### src/rtl/b32c_pkg.sv
// Base32 stream codec: shared types and constants.
// Used by the front end, job queue, output sequencer and top level; no dependencies.
package b32c_pkg;

  localparam int unsigned ACC_W  = 12;
  localparam int unsigned HELD_W = 4;
  localparam int unsigned CFG_IDX_W  = 3;
  localparam int unsigned CFG_DATA_W = 64;

  // configuration register indexes
  localparam logic [CFG_IDX_W-1:0] CFG_DECODE_MODE = 3'd0;
  localparam logic [CFG_IDX_W-1:0] CFG_ALPHA_0     = 3'd1;
  localparam logic [CFG_IDX_W-1:0] CFG_ALPHA_1     = 3'd2;
  localparam logic [CFG_IDX_W-1:0] CFG_ALPHA_2     = 3'd3;
  localparam logic [CFG_IDX_W-1:0] CFG_ALPHA_3     = 3'd4;

  // default alphabet "ABCDEFGHIJKLMNOPQRSTUVWXYZ123456", entry 0 in the low byte
  localparam logic [63:0] ALPHA_RST_0 = 64'h4847_4645_4443_4241;
  localparam logic [63:0] ALPHA_RST_1 = 64'h504F_4E4D_4C4B_4A49;
  localparam logic [63:0] ALPHA_RST_2 = 64'h5857_5655_5453_5251;
  localparam logic [63:0] ALPHA_RST_3 = 64'h3635_3433_3231_5A59;

  localparam logic [7:0] CHAR_A   = 8'h41;
  localparam logic [7:0] CHAR_ONE = 8'h31;
  localparam logic [4:0] DIGIT_BASE = 5'd26;

  // one queued job: the results caused by one item (cnt is 1 to 3)
  typedef struct packed {
    logic [2:0][7:0] data;
    logic            err;
    logic [1:0]      cnt;
  } job_t;

endpackage

### src/rtl/b32c_front.sv
// Base32 codec front end: config registers, bit accumulator, and per-item result build.
// Depends on b32c_pkg.
module b32c_front (
  input  logic                           clk,
  input  logic                           rst_n,
  input  logic                           in_valid,
  input  logic                           in_ready,
  input  logic [7:0]                     in_data_in,
  input  logic                           in_end_of_message,
  input  logic                           cfg_we,
  input  logic [b32c_pkg::CFG_IDX_W-1:0] cfg_index,
  input  logic [b32c_pkg::CFG_DATA_W-1:0] cfg_data,
  output logic                           push,
  output b32c_pkg::job_t                 push_job
);
  import b32c_pkg::*;

  logic               mode_r;
  logic [3:0][63:0]   alpha_r;
  logic [ACC_W-1:0]   acc_r, acc_nxt;
  logic [HELD_W-1:0]  held_r, held_nxt;
  logic               failed_r, failed_nxt;

  logic               accept;
  logic [255:0]       alpha_flat;
  logic [ACC_W-1:0]   enc_acc, dec_acc;
  logic [HELD_W-1:0]  enc_held, dec_held, enc_rem;
  logic [4:0]         g0, g1, gpad, dec_idx;
  logic               two_groups, pad_needed, char_ok;
  logic [ACC_W-1:0]   sh0, sh1, shpad, shdec;

  function automatic logic [7:0] alpha_char(input logic [255:0] tab, input logic [4:0] g);
    return tab[{g, 3'b000} +: 8];
  endfunction

  assign accept     = in_valid && in_ready;
  assign alpha_flat = alpha_r;

  always_comb begin
    // encode path: shift the byte in, then carve 5-bit groups from the top
    enc_acc    = {acc_r[3:0], in_data_in};
    enc_held   = held_r + 4'd8;
    two_groups = (enc_held >= 4'd10);
    sh0        = enc_acc >> (enc_held - 4'd5);
    g0         = sh0[4:0];
    sh1        = enc_acc >> (two_groups ? (enc_held - 4'd10) : 4'd0);
    g1         = sh1[4:0];
    enc_rem    = two_groups ? (enc_held - 4'd10) : (enc_held - 4'd5);
    pad_needed = in_end_of_message && (enc_rem != 4'd0);
    shpad      = enc_acc << (4'd5 - enc_rem);
    gpad       = shpad[4:0];

    // decode path
    char_ok = 1'b1;
    dec_idx = 5'd0;
    if (in_data_in inside {[8'h41:8'h5A]}) begin
      dec_idx = 5'(in_data_in - CHAR_A);
    end else if (in_data_in inside {[8'h31:8'h36]}) begin
      dec_idx = 5'(in_data_in - CHAR_ONE) + DIGIT_BASE;
    end else begin
      char_ok = 1'b0;
    end
    dec_acc  = {acc_r[6:0], dec_idx};
    dec_held = held_r + 4'd5;
    shdec    = dec_acc >> ((dec_held >= 4'd8) ? (dec_held - 4'd8) : 4'd0);
  end

  always_comb begin
    acc_nxt    = acc_r;
    held_nxt   = held_r;
    failed_nxt = failed_r;
    push_job   = '0;
    if (failed_r) begin
      // rest of a failed message is dropped silently
      if (in_end_of_message) failed_nxt = 1'b0;
    end else if (!mode_r) begin
      push_job.data[0] = alpha_char(alpha_flat, g0);
      push_job.data[1] = alpha_char(alpha_flat, two_groups ? g1 : gpad);
      push_job.data[2] = alpha_char(alpha_flat, gpad);
      push_job.cnt     = (two_groups ? 2'd2 : 2'd1) + {1'b0, pad_needed};
      acc_nxt  = enc_acc;
      held_nxt = enc_rem;
      if (in_end_of_message) begin
        acc_nxt  = '0;
        held_nxt = '0;
      end
    end else if (!char_ok) begin
      push_job.err = 1'b1;
      push_job.cnt = 2'd1;
      acc_nxt    = '0;
      held_nxt   = '0;
      failed_nxt = !in_end_of_message;
    end else begin
      acc_nxt  = dec_acc;
      held_nxt = dec_held;
      if (dec_held >= 4'd8) begin
        push_job.data[0] = shdec[7:0];
        push_job.cnt     = 2'd1;
        held_nxt         = dec_held - 4'd8;
      end
      if (in_end_of_message) begin
        acc_nxt  = '0;
        held_nxt = '0;
      end
    end
  end

  assign push = accept && (push_job.cnt != 2'd0);

  always_ff @(posedge clk) begin
    if (!rst_n) begin
      mode_r   <= 1'b0;
      alpha_r  <= {ALPHA_RST_3, ALPHA_RST_2, ALPHA_RST_1, ALPHA_RST_0};
      acc_r    <= '0;
      held_r   <= '0;
      failed_r <= 1'b0;
    end else if (cfg_we) begin
      case (cfg_index)
        CFG_DECODE_MODE: begin
          mode_r   <= cfg_data[0];
          acc_r    <= '0;
          held_r   <= '0;
          failed_r <= 1'b0;
        end
        CFG_ALPHA_0: alpha_r[0] <= cfg_data;
        CFG_ALPHA_1: alpha_r[1] <= cfg_data;
        CFG_ALPHA_2: alpha_r[2] <= cfg_data;
        CFG_ALPHA_3: alpha_r[3] <= cfg_data;
        default: ;
      endcase
    end else if (accept) begin
      acc_r    <= acc_nxt;
      held_r   <= held_nxt;
      failed_r <= failed_nxt;
    end
  end

endmodule

### src/rtl/b32c_fifo.sv
// Base32 codec job queue between front end and output sequencer.
// Depends on b32c_pkg for the job type.
module b32c_fifo #(
  parameter int unsigned DEPTH = 2
) (
  input  logic           clk,
  input  logic           rst_n,
  input  logic           push,
  input  b32c_pkg::job_t push_job,
  input  logic           pop,
  output logic           full,
  output logic           q_valid,
  output b32c_pkg::job_t q_job
);
  import b32c_pkg::*;

  localparam int unsigned PW = (DEPTH > 1) ? $clog2(DEPTH) : 1;
  localparam int unsigned CW = $clog2(DEPTH + 1);

  job_t          mem_r [DEPTH];
  logic [PW-1:0] wr_ptr_r, rd_ptr_r;
  logic [CW-1:0] count_r;
  logic          do_push, do_pop;

  assign full    = (count_r == CW'(DEPTH));
  assign q_valid = (count_r != '0);
  assign q_job   = mem_r[rd_ptr_r];
  assign do_push = push && !full;
  assign do_pop  = pop && q_valid;

  always_ff @(posedge clk) begin
    if (do_push) mem_r[wr_ptr_r] <= push_job;
  end

  always_ff @(posedge clk) begin
    if (!rst_n) begin
      wr_ptr_r <= '0;
      rd_ptr_r <= '0;
      count_r  <= '0;
    end else begin
      if (do_push) wr_ptr_r <= (wr_ptr_r == PW'(DEPTH - 1)) ? '0 : wr_ptr_r + 1'b1;
      if (do_pop)  rd_ptr_r <= (rd_ptr_r == PW'(DEPTH - 1)) ? '0 : rd_ptr_r + 1'b1;
      if (do_push && !do_pop)      count_r <= count_r + 1'b1;
      else if (do_pop && !do_push) count_r <= count_r - 1'b1;
    end
  end

endmodule

### src/rtl/b32c_back.sv
// Base32 codec back end: unrolls each queued job into single results on the output register.
// Depends on b32c_pkg for the job type.
module b32c_back (
  input  logic           clk,
  input  logic           rst_n,
  input  logic           q_valid,
  input  b32c_pkg::job_t q_job,
  output logic           pop,
  input  logic           out_stall,
  output logic           out_valid,
  output logic [7:0]     out_data_out,
  output logic           out_error_status,
  output logic           out_last_of_run
);
  import b32c_pkg::*;

  logic [1:0] idx_r;
  logic       valid_r;
  logic [7:0] data_r;
  logic       err_r, last_r;
  logic       load, is_last;

  assign load    = q_valid && (!valid_r || !out_stall);
  assign is_last = (idx_r == (q_job.cnt - 2'd1));
  assign pop     = load && is_last;

  always_ff @(posedge clk) begin
    if (!rst_n) begin
      valid_r <= 1'b0;
      idx_r   <= '0;
    end else begin
      if (load) begin
        valid_r <= 1'b1;
        idx_r   <= is_last ? 2'd0 : idx_r + 2'd1;
      end else if (!out_stall) begin
        valid_r <= 1'b0;
      end
    end
  end

  always_ff @(posedge clk) begin
    if (load) begin
      data_r <= q_job.data[idx_r];
      err_r  <= q_job.err;
      last_r <= is_last;
    end
  end

  assign out_valid        = valid_r;
  assign out_data_out     = data_r;
  assign out_error_status = err_r;
  assign out_last_of_run  = last_r;

endmodule

### src/rtl/base32_stream_codec_top.sv
// Base32 stream codec top level: front end, job queue and output sequencer.
// Depends on b32c_pkg, b32c_front, b32c_fifo and b32c_back.
//
// Usage:
//   cfg_we/cfg_index/cfg_data write the mode (index 0: 0 encode, 1 decode)
//   and the four alphabet words (indexes 1..4). Write only while idle; a mode
//   write also clears the message state.
//   Input items (in_data_in, in_end_of_message) are taken when in_valid is
//   high and in_stall low. Each item yields zero to three results on the
//   out_ channel, the last one flagged by out_last_of_run.
// Path: an item's results are written into the job queue, then loaded into the output register that drives out_valid.
// Throughput: the front end takes one item a cycle while the job queue has
//   room; the output register issues one result a cycle while out_stall is
//   low, so an item's output time grows with its results: encode 1 to 2 a byte
//   (2 or 3 on the last byte of a message, about 1.6 on average), decode 0 or 1 a character.
// Reset: synchronous; clears the queue, message state and the output valid,
//   restores the default alphabet and encode mode. in_stall is high in reset.
// A stalled output holds its result; the queue fills and in_stall rises.
module base32_stream_codec_top #(
  parameter int unsigned QUEUE_DEPTH = 2
) (
  input  logic                            clk,
  input  logic                            rst_n,
  input  logic                            in_valid,
  output logic                            in_stall,
  input  logic [7:0]                      in_data_in,
  input  logic                            in_end_of_message,
  output logic                            out_valid,
  input  logic                            out_stall,
  output logic [7:0]                      out_data_out,
  output logic                            out_error_status,
  output logic                            out_last_of_run,
  input  logic                            cfg_we,
  input  logic [b32c_pkg::CFG_IDX_W-1:0]  cfg_index,
  input  logic [b32c_pkg::CFG_DATA_W-1:0] cfg_data
);
  import b32c_pkg::*;

  logic push, pop, full, q_valid;
  job_t push_job, q_job;

  assign in_stall = full || !rst_n;

  b32c_front u_front (
    .clk              (clk),
    .rst_n            (rst_n),
    .in_valid         (in_valid),
    .in_ready         (!in_stall),
    .in_data_in       (in_data_in),
    .in_end_of_message(in_end_of_message),
    .cfg_we           (cfg_we),
    .cfg_index        (cfg_index),
    .cfg_data         (cfg_data),
    .push             (push),
    .push_job         (push_job)
  );

  b32c_fifo #(.DEPTH(QUEUE_DEPTH)) u_fifo (
    .clk     (clk),
    .rst_n   (rst_n),
    .push    (push),
    .push_job(push_job),
    .pop     (pop),
    .full    (full),
    .q_valid (q_valid),
    .q_job   (q_job)
  );

  b32c_back u_back (
    .clk             (clk),
    .rst_n           (rst_n),
    .q_valid         (q_valid),
    .q_job           (q_job),
    .pop             (pop),
    .out_stall       (out_stall),
    .out_valid       (out_valid),
    .out_data_out    (out_data_out),
    .out_error_status(out_error_status),
    .out_last_of_run (out_last_of_run)
  );

endmodule

### config.mk
export PLATFORM = sky130hd
export DESIGN_NAME = base32_stream_codec_top
export DESIGN_NICKNAME = d
export VERILOG_FILES = /design/src/rtl/b32c_pkg.sv /design/src/rtl/b32c_front.sv /design/src/rtl/b32c_fifo.sv /design/src/rtl/b32c_back.sv /design/src/rtl/base32_stream_codec_top.sv
export SDC_FILE = /design/constraint.sdc
export NUM_CORES = 1
export LEC_CHECK = 0
export ABC_CLOCK_PERIOD_IN_PS = 6700
export BUFFER_PORTS_ARGS = -buffer_cell sky130_fd_sc_hd__buf_2
export CAP_MARGIN = 5
export CORE_AREA = 4 4 205 247
export CTS_CLUSTER_DIAMETER = 30
export DETAILED_ROUTE_END_ITERATION = 10
export DIE_AREA = 0 0 209 251
export GPL_TIMING_DRIVEN = 0
export SYNTH_ARGS = -nofsm -noshare
export SYNTH_HDL_FRONTEND = slang
export SYNTH_SLANG_ARGS = --single-unit
### constraint.sdc
create_clock -name clk -period 6.7 [get_ports clk]
set_input_delay 0.67 -clock clk [delete_from_list [all_inputs] [get_ports clk]]
set_output_delay 0.67 -clock clk [all_outputs]
set_load 0.1 [all_outputs]
# --- Word level (Yosys, flattened, before mapping) ---
# Memory sizes are Yosys's and may differ from the RTL's. A register that Yosys moved wholly into a read port is not among the register bits.
# Index checks and enable logic that the tools add are counted.
word_totals:
  wordCells: 146
  output_inout_bits: 12
  in_bits: 81
  ff_bits: 286
  memories: 1
  mem_bits_rw: 54
op_classes:
  n_reduce_logical: 34
  magnitude_cmp: 7
  n_eq_ne: 9
  muxes: 56
  shift: 7
  addsub: 16
mem_list:
  columns: ["name", "depth", "width", "read_ports", "rd_clocked_by_memory_dff", "wr", "line_no", "source"]
  rows:
  - ["u_fifo.mem_r", 2, 27, 1, 1, 1, "b32c_fifo.sv:20", "job_t mem_r [DEPTH];"]
op_table:
  columns: ["operator", "count"]
  rows:
  - ["256-bit by 9-bit indexed part select with 8-bit output", 3]
  - ["7-bit two-way mux", 8]
  - ["4-bit two-way mux", 12]
  - ["8-bit two-way mux", 4]
  - ["27-bit two-way mux", 1]
  - ["12-bit by 4-bit right shift with 5-bit output", 2]
  - ["1-bit two-way mux", 20]
  - ["8-bit binary-select mux with 2-bit select", 1]
  - ["16-bit two-way mux", 1]
  - ["5-bit two-way mux", 3]
  - ["2-bit two-way mux", 6]
  - ["2-bit AND reduction", 6]
  - ["12-bit by 4-bit << shifter with 5-bit output", 1]
  - ["12-bit by 4-bit right shift with 8-bit output", 1]
  - ["1-bit logical AND", 11]
  - ["4-bit greater-or-equal comparator, second input constant", 2]
  - ["8-bit by 6-bit greater-or-equal comparator with 1-bit output, second input constant", 1]
  - ["8-bit by 7-bit greater-or-equal comparator with 1-bit output, second input constant", 1]
  - ["8-bit by 6-bit less-or-equal comparator with 1-bit output, second input constant", 1]
  - ["8-bit by 7-bit less-or-equal comparator with 1-bit output, second input constant", 1]
  - ["1-bit zero test", 8]
  - ["2-bit nonzero test", 4]
  - ["4-bit subtractor, second input constant", 2]
  - ["3-bit by 2-bit == test with 1-bit output, second input constant", 2]
  - ["22 further kinds", 27]

# --- Longest topological paths before layout ---
logic_depth:
  word_depth: 16
  mapped_depth: 21
  mapped_depth_nobuf: 15

# --- Modules after synthesis ---
# A second synthesis with hierarchy kept.
hier_totals:
  hier_cells: 2734
  area_unflattened_um2: 21807.2
by_module_without_submodules:
  columns: ["module", "cells_each", "n_inst", "area_per_inst_um2"]
  rows:
  - ["b32c_front", 2565, 1, 18959.4]
  - ["b32c_fifo", 109, 1, 2182.1]
  - ["b32c_back", 58, 1, 653.1]
  - ["base32_stream_codec_top", 2, 1, 12.5]

# --- Worst setup path after synthesis ---
# No wires, ideal clock.
synth_timing:
  path_kind: "input-to-reg"
  start: "in in_data_in[1]"
  end: "mem u_fifo.mem_r[0][0] (netlist bit), enable pin"
  arrival_ps: 5329
  t_required_ps: 6218
  path_stages: 10
  slack_ps: 888
  cell_sequence: "clkbuf_1 -> inv_1 -> ha_1 -> or4b_2 -> o22ai_1 -> or2_2 -> nand2_1 -> nand2_1 -> nor2_1 -> nor4_1"
synth_via:
  elab_chain_cells: 12
synth_lines:
  columns: ["item", "line_no", "source"]
  rows:
  - ["start, declared", "base32_stream_codec_top.sv:26", "input logic [7:0] in_data_in,"]
  - ["8-bit by 6-bit greater-or-equal comparator with 1-bit output / 8-bit by 6-bit less-or-equal comparator with 1-bit output (equally long branches)", "b32c_front.sv:58", "end else if (in_data_in inside {[8'h31:8'h36]}) begin"]
  - ["1-bit logical AND", "b32c_front.sv:58", null]
  - ["1-bit two-way mux", "b32c_front.sv:58", null]
  - ["1-bit two-way mux *", "b32c_front.sv:56", "if (in_data_in inside {[8'h41:8'h5A]}) begin"]
  - ["2-bit two-way mux *", "b32c_front.sv:87", "end else if (!char_ok) begin"]
  - ["2-bit two-way mux *", "b32c_front.sv:76", "end else if (!mode_r) begin"]
  - ["27-bit two-way mux *", "b32c_front.sv:73", "if (failed_r) begin"]
  - ["2-bit nonzero test *", "b32c_front.sv:108", "assign push = accept && (push_job.cnt != 2'd0);"]
  - ["1-bit logical AND *", "b32c_front.sv:108", null]
  - ["1-bit logical AND *", "b32c_fifo.sv:28", "assign do_push = push && !full;"]
  - ["1-bit two-way mux *", "b32c_fifo.sv:32", "if (do_push) mem_r[wr_ptr_r] <= push_job;"]
  - ["1-bit two-way mux (not written as such) *", "b32c_fifo.sv:32", null]
  - ["end, declared", "b32c_fifo.sv:20", null]
# Mark *: on every way between the ends. The rest lies on a longest branch, timed or not.

==> summary.md <==
| Metric | Value |
|---|---|
| Die footprint | around 0.052 mm^2 |
| Max VDD drop | 236 uV |
| Final Power | 8.87 mW |
| Worst setup path startpoint | u_front.held_r[1] |
| Final HPWL DP | 95600 um |
| Post-synth top area share | 25.8% |
| Pwr/cell area | 345 mW/mm^2 |
| Syn_area_per_cell | 8.15 um^2 |
| # DRC | 0 |
| Placed insts | roughly 3.4k |
| Commonest non-fill, non-tap cell in the layout | nand2_1 |
| Pre-CTS setup slack | -0.240 ns |
| Setup ws final | -0.0565 ns |
| Skew final | about 0.030 ns |
| Total number of vias | 23.9k |
| Critical path depth | 17 |
| Storage element area | between 0.007 and 0.008 mm^2 |
| Yosys warning total | 0 |
| Die Span Y | 251 um |
| Max-cap violations | 0 |
| Crit-path cells | clkbuf_1 > inv_1 > ha_1 > xnor2_1 > o21ai_0 > o21ai_0 > ha_1 > nor2b_1 > o21ai_0 > mux2_2 > a22oi_2 > buf_2 > buf_2 > nand2_1 > a31oi_1 > o22ai_1 > o31ai_2 |
| Post-Syn Instances | 2638 |
| I/O pin count | 93 |
| Sequential area share after synthesis | 34.8% |
| Failing checks | setup timing |
| Critical path's most frequent cell | o21ai_0 |
| Postcts setup bufs | 0 |
| Fillers | roughly 4.6k |
| Area Overhead vs Synth | 19.5% |
| Port Buffers | 90 |
| Routed length per instance | 35.6 um |
| Post-route clock period utilization | 101% |
| NumNets Final | 2907 |
| Slowest stage delay, CP | a little under 0.9 ns |
| Worst-Margin Slew | about 1.4 ns |
| Syn_nets | 2735 |
| Mapped Area | 0.0215 mm^2 |
| R2R depth | 17 |
| Width of the die | 209 um |
| Row count | 88 |
| Multi-input logic area | 0.0130 mm^2 |
| Initial antenna violation count | 10 |
| TritonCTS Buffers | 75 |
| Post-synth EDFFs | 64 |
| Post-route cell area | approximately 0.026 mm^2 |
| Vias per cell | just under 7 |
| Top cell family by delay on the critical path | compound AO/OA/AOI/OAI gates |
| CP Max Fanout | 10 |
| Number of endpoints failing setup at the final stage | 2 |
| CTS tree | yes |
| Class of the worst hold path | in2reg |
| CTS Buffer Depth | 3 |
| Yosys reg bits | 341 |
| Clock transition at path regs | 0.05 ns |
| Critical path class | reg2reg |
| CP startpoint kind | register |
| Final core utilization | 53.5% |
| Slew Viols, Final | 0 |
| Skew-Pair Late Insertion Delay | 0.63 ns |
| First-pass DRT Iterations | 8 |
| Status | finished, violations left |
| P_leak | between 9 and 10 nW |
| Critical Path Slowest Stage Cell | a22oi_2 |
| Largest net degree at the start of global routing | 28 |
| Final hold vios | 0 |
| Top_reg_cell synth | dfxtp_1 |
| GR Util All Layers | 45.7% |
| Worst Setup End Kind | register |
| Clock period minus worst slack | around 6.8 ns |
| RePlAce Congestion | 1.20 |
| Clock Sinks | 341 |
| Post-route insts no fill | around 3.5k |
| Async set-reset flop share out of synthesis | 0% |
| CP endpoint | u_fifo.mem_r[1][24] |
| Total core area | approximately 0.048 mm^2 |
| Routed Antenna Nets | 0 |
| Worst Path Buf+Inv | 4 |
| Commonest cells after routing, fill and taps aside | nand2_1 (805), dfxtp_1 (277), mux2i_1 (225) |
| Arrival @ worst endpoint | 7.06 ns |
| Hold_buf cts | 0 |
| Critical R2R Capture | u_fifo.mem_r[1][24] |
| Synth area leaders | dfxtp_1 (26%), nand2_1 (14%), mux2i_1 (11%) |
| Share of cells above drive strength 1 | between 10 and 15% |
| Clock root cell | clkbuf_16 |
| First-pass GRT wire length | 169000 um |
| Max_slew headroom | under 10% |
| Peak Freq | approximately 150 MHz |
| WL final | 125000 um |
| Worst path required time | 7.01 ns |
| FF-to-FF Start | u_front.held_r[1] |
| Number of H-tree levels | 3 |
| First DRT Iteration DRCs | roughly 3.7k |
| Remaining Overflow, GRT | 0 |
| Placed inst area | 0.0228 mm^2 |
| Synth area leader | dfxtp_1 |
| Synth cell types | 85 |
| R2R setup slack | -0.06 ns |
| Starting Density | 44.8% |
| Number of global-route vias before repair | 22.7k |
==> flip-flops by register name, indices dropped and copies added, names as in the netlist, named ones only <==
signal                   count
u_front.held_r               4
u_fifo.wr_ptr_r              1
u_front.mode_r               1
u_fifo.rd_ptr_r              1
u_back.out_last_of_run       1
u_back.out_data_out          8
u_front.failed_r             1
u_back.out_error_status      1
u_front.alpha_flat         256
u_fifo.count_r               2
u_fifo.mem_r                54
u_back.out_valid             1
u_front.acc_r                7
u_back.idx_r                 2
==> through the flow <==
step | setup TNS [ns] | hold WS, ns
after floorplan | 0 | 0.463
after global placement | -28.92 | 0.483
after detailed placement | -1.70 | 0.499
after CTS | 0 | 0.323
after global routing | -0.00308 | 0.335
final | -0.113 | 0.337
==> metal layers <==
| layer | part of all wire [%] | vias up | track usage (%) |
|---|---|---|---|
| met5 | 0.036 | - | 0 |
| met4 | 11 | 6 | 38.4 |
| met3 | 11 | 666 | 16.7 |
| met2 | 45 | 1875 | 72.7 |
| met1 | 33 | 11500 | 48.1 |
| li1 | - | 9847 | - |
==> timing repair <==
item,in CTS,in global routing
resized for setup,6,21
pin swaps,0,0
setup endpoints to repair,12,30
==> where the power goes <==
part | switching (mW) | internal, mW | total, mW
clock | 1.33 | 2.66 | 4.00
sequential | 0.117 | 2.28 | 2.40
combinational | 1.80 | 0.667 | 2.47
==> how the worst min path moves through the flow <==
stage / startpoint / end / depth (start not counted)
CTS: cfg_data[7] / u_front.alpha_flat[135] / 3
detailed placement: u_front.alpha_flat[155] / u_front.alpha_flat[155] / 2
floorplan: u_front.alpha_flat[183] / u_front.alpha_flat[183] / 2
global route: cfg_data[7] / u_front.alpha_flat[135] / 3
finish: cfg_data[55] / u_front.alpha_flat[119] / 3
global placement: u_back.out_valid / u_back.out_valid / 2
==> area by class of cell <==
cell class                      instances  area share (%)
Multi-Input combinational cell       2041            50.7
Timing Repair Buffer                   96            2.02
Antenna cell                           11           0.107
Tap cell                              630            3.07
Buffer                                218            3.74
Clock buffer                           91            7.78
Clock inverter                         48            2.92
Inverter                               37           0.541
Sequential cell                       341            29.1
==> synthesized netlist by cell type, types with 8 or more instances <==
master,count
mux2i_1,230
o21ai_0,44
o22a_1,13
and3_1,24
mux2_2,41
a22oi_1,22
o22ai_1,36
a21boi_0,155
dfxtp_1,277
ha_1,16
clkbuf_1,143
nor2b_1,18
a221oi_1,67
inv_1,36
buf_4,13
buf_2,38
a21oi_1,35
a211oi_1,8
nand3_1,175
a31oi_1,44
xnor2_1,8
buf_1,19
nor3_1,35
nor2_1,42
nand2_1,805
edfxtp_1,64
nand3b_1,8
mux4_2,39
a32oi_1,16
and2_1,12
o211ai_1,28
==> kinds of logic (layout without fill, tap and decap cells) <==
logic type               count (synthesis)  count (layout)  share of synthesized area (%)
AND/OR/NAND/NOR                       1159            1159                           22.8
buffers and inverters                  256             490                           5.10
flip-flops                             341             341                           34.8
adder cells (fa/ha/maj)                 16              16                          0.932
other                                    0              11                              0
AO/OA/AOI/OAI                          540             540                           18.6
multiplexers                           312             312                           17.1
XOR/XNOR                                14              14                          0.693
==> worst register-to-register path: cells and delay by family, from the launching register on <==
family / cells / cell delay, ns
mux: 1 / 0.34
xor+xnor: 1 / 0.53
flops: 1 / 0.47
buf+inv: 4 / 1.58
compound gates: 7 / 2.68
simple gates: 2 / 0.24
fa+ha+maj: 2 / 0.58
Note: power is estimated with default switching activity, not from simulation.
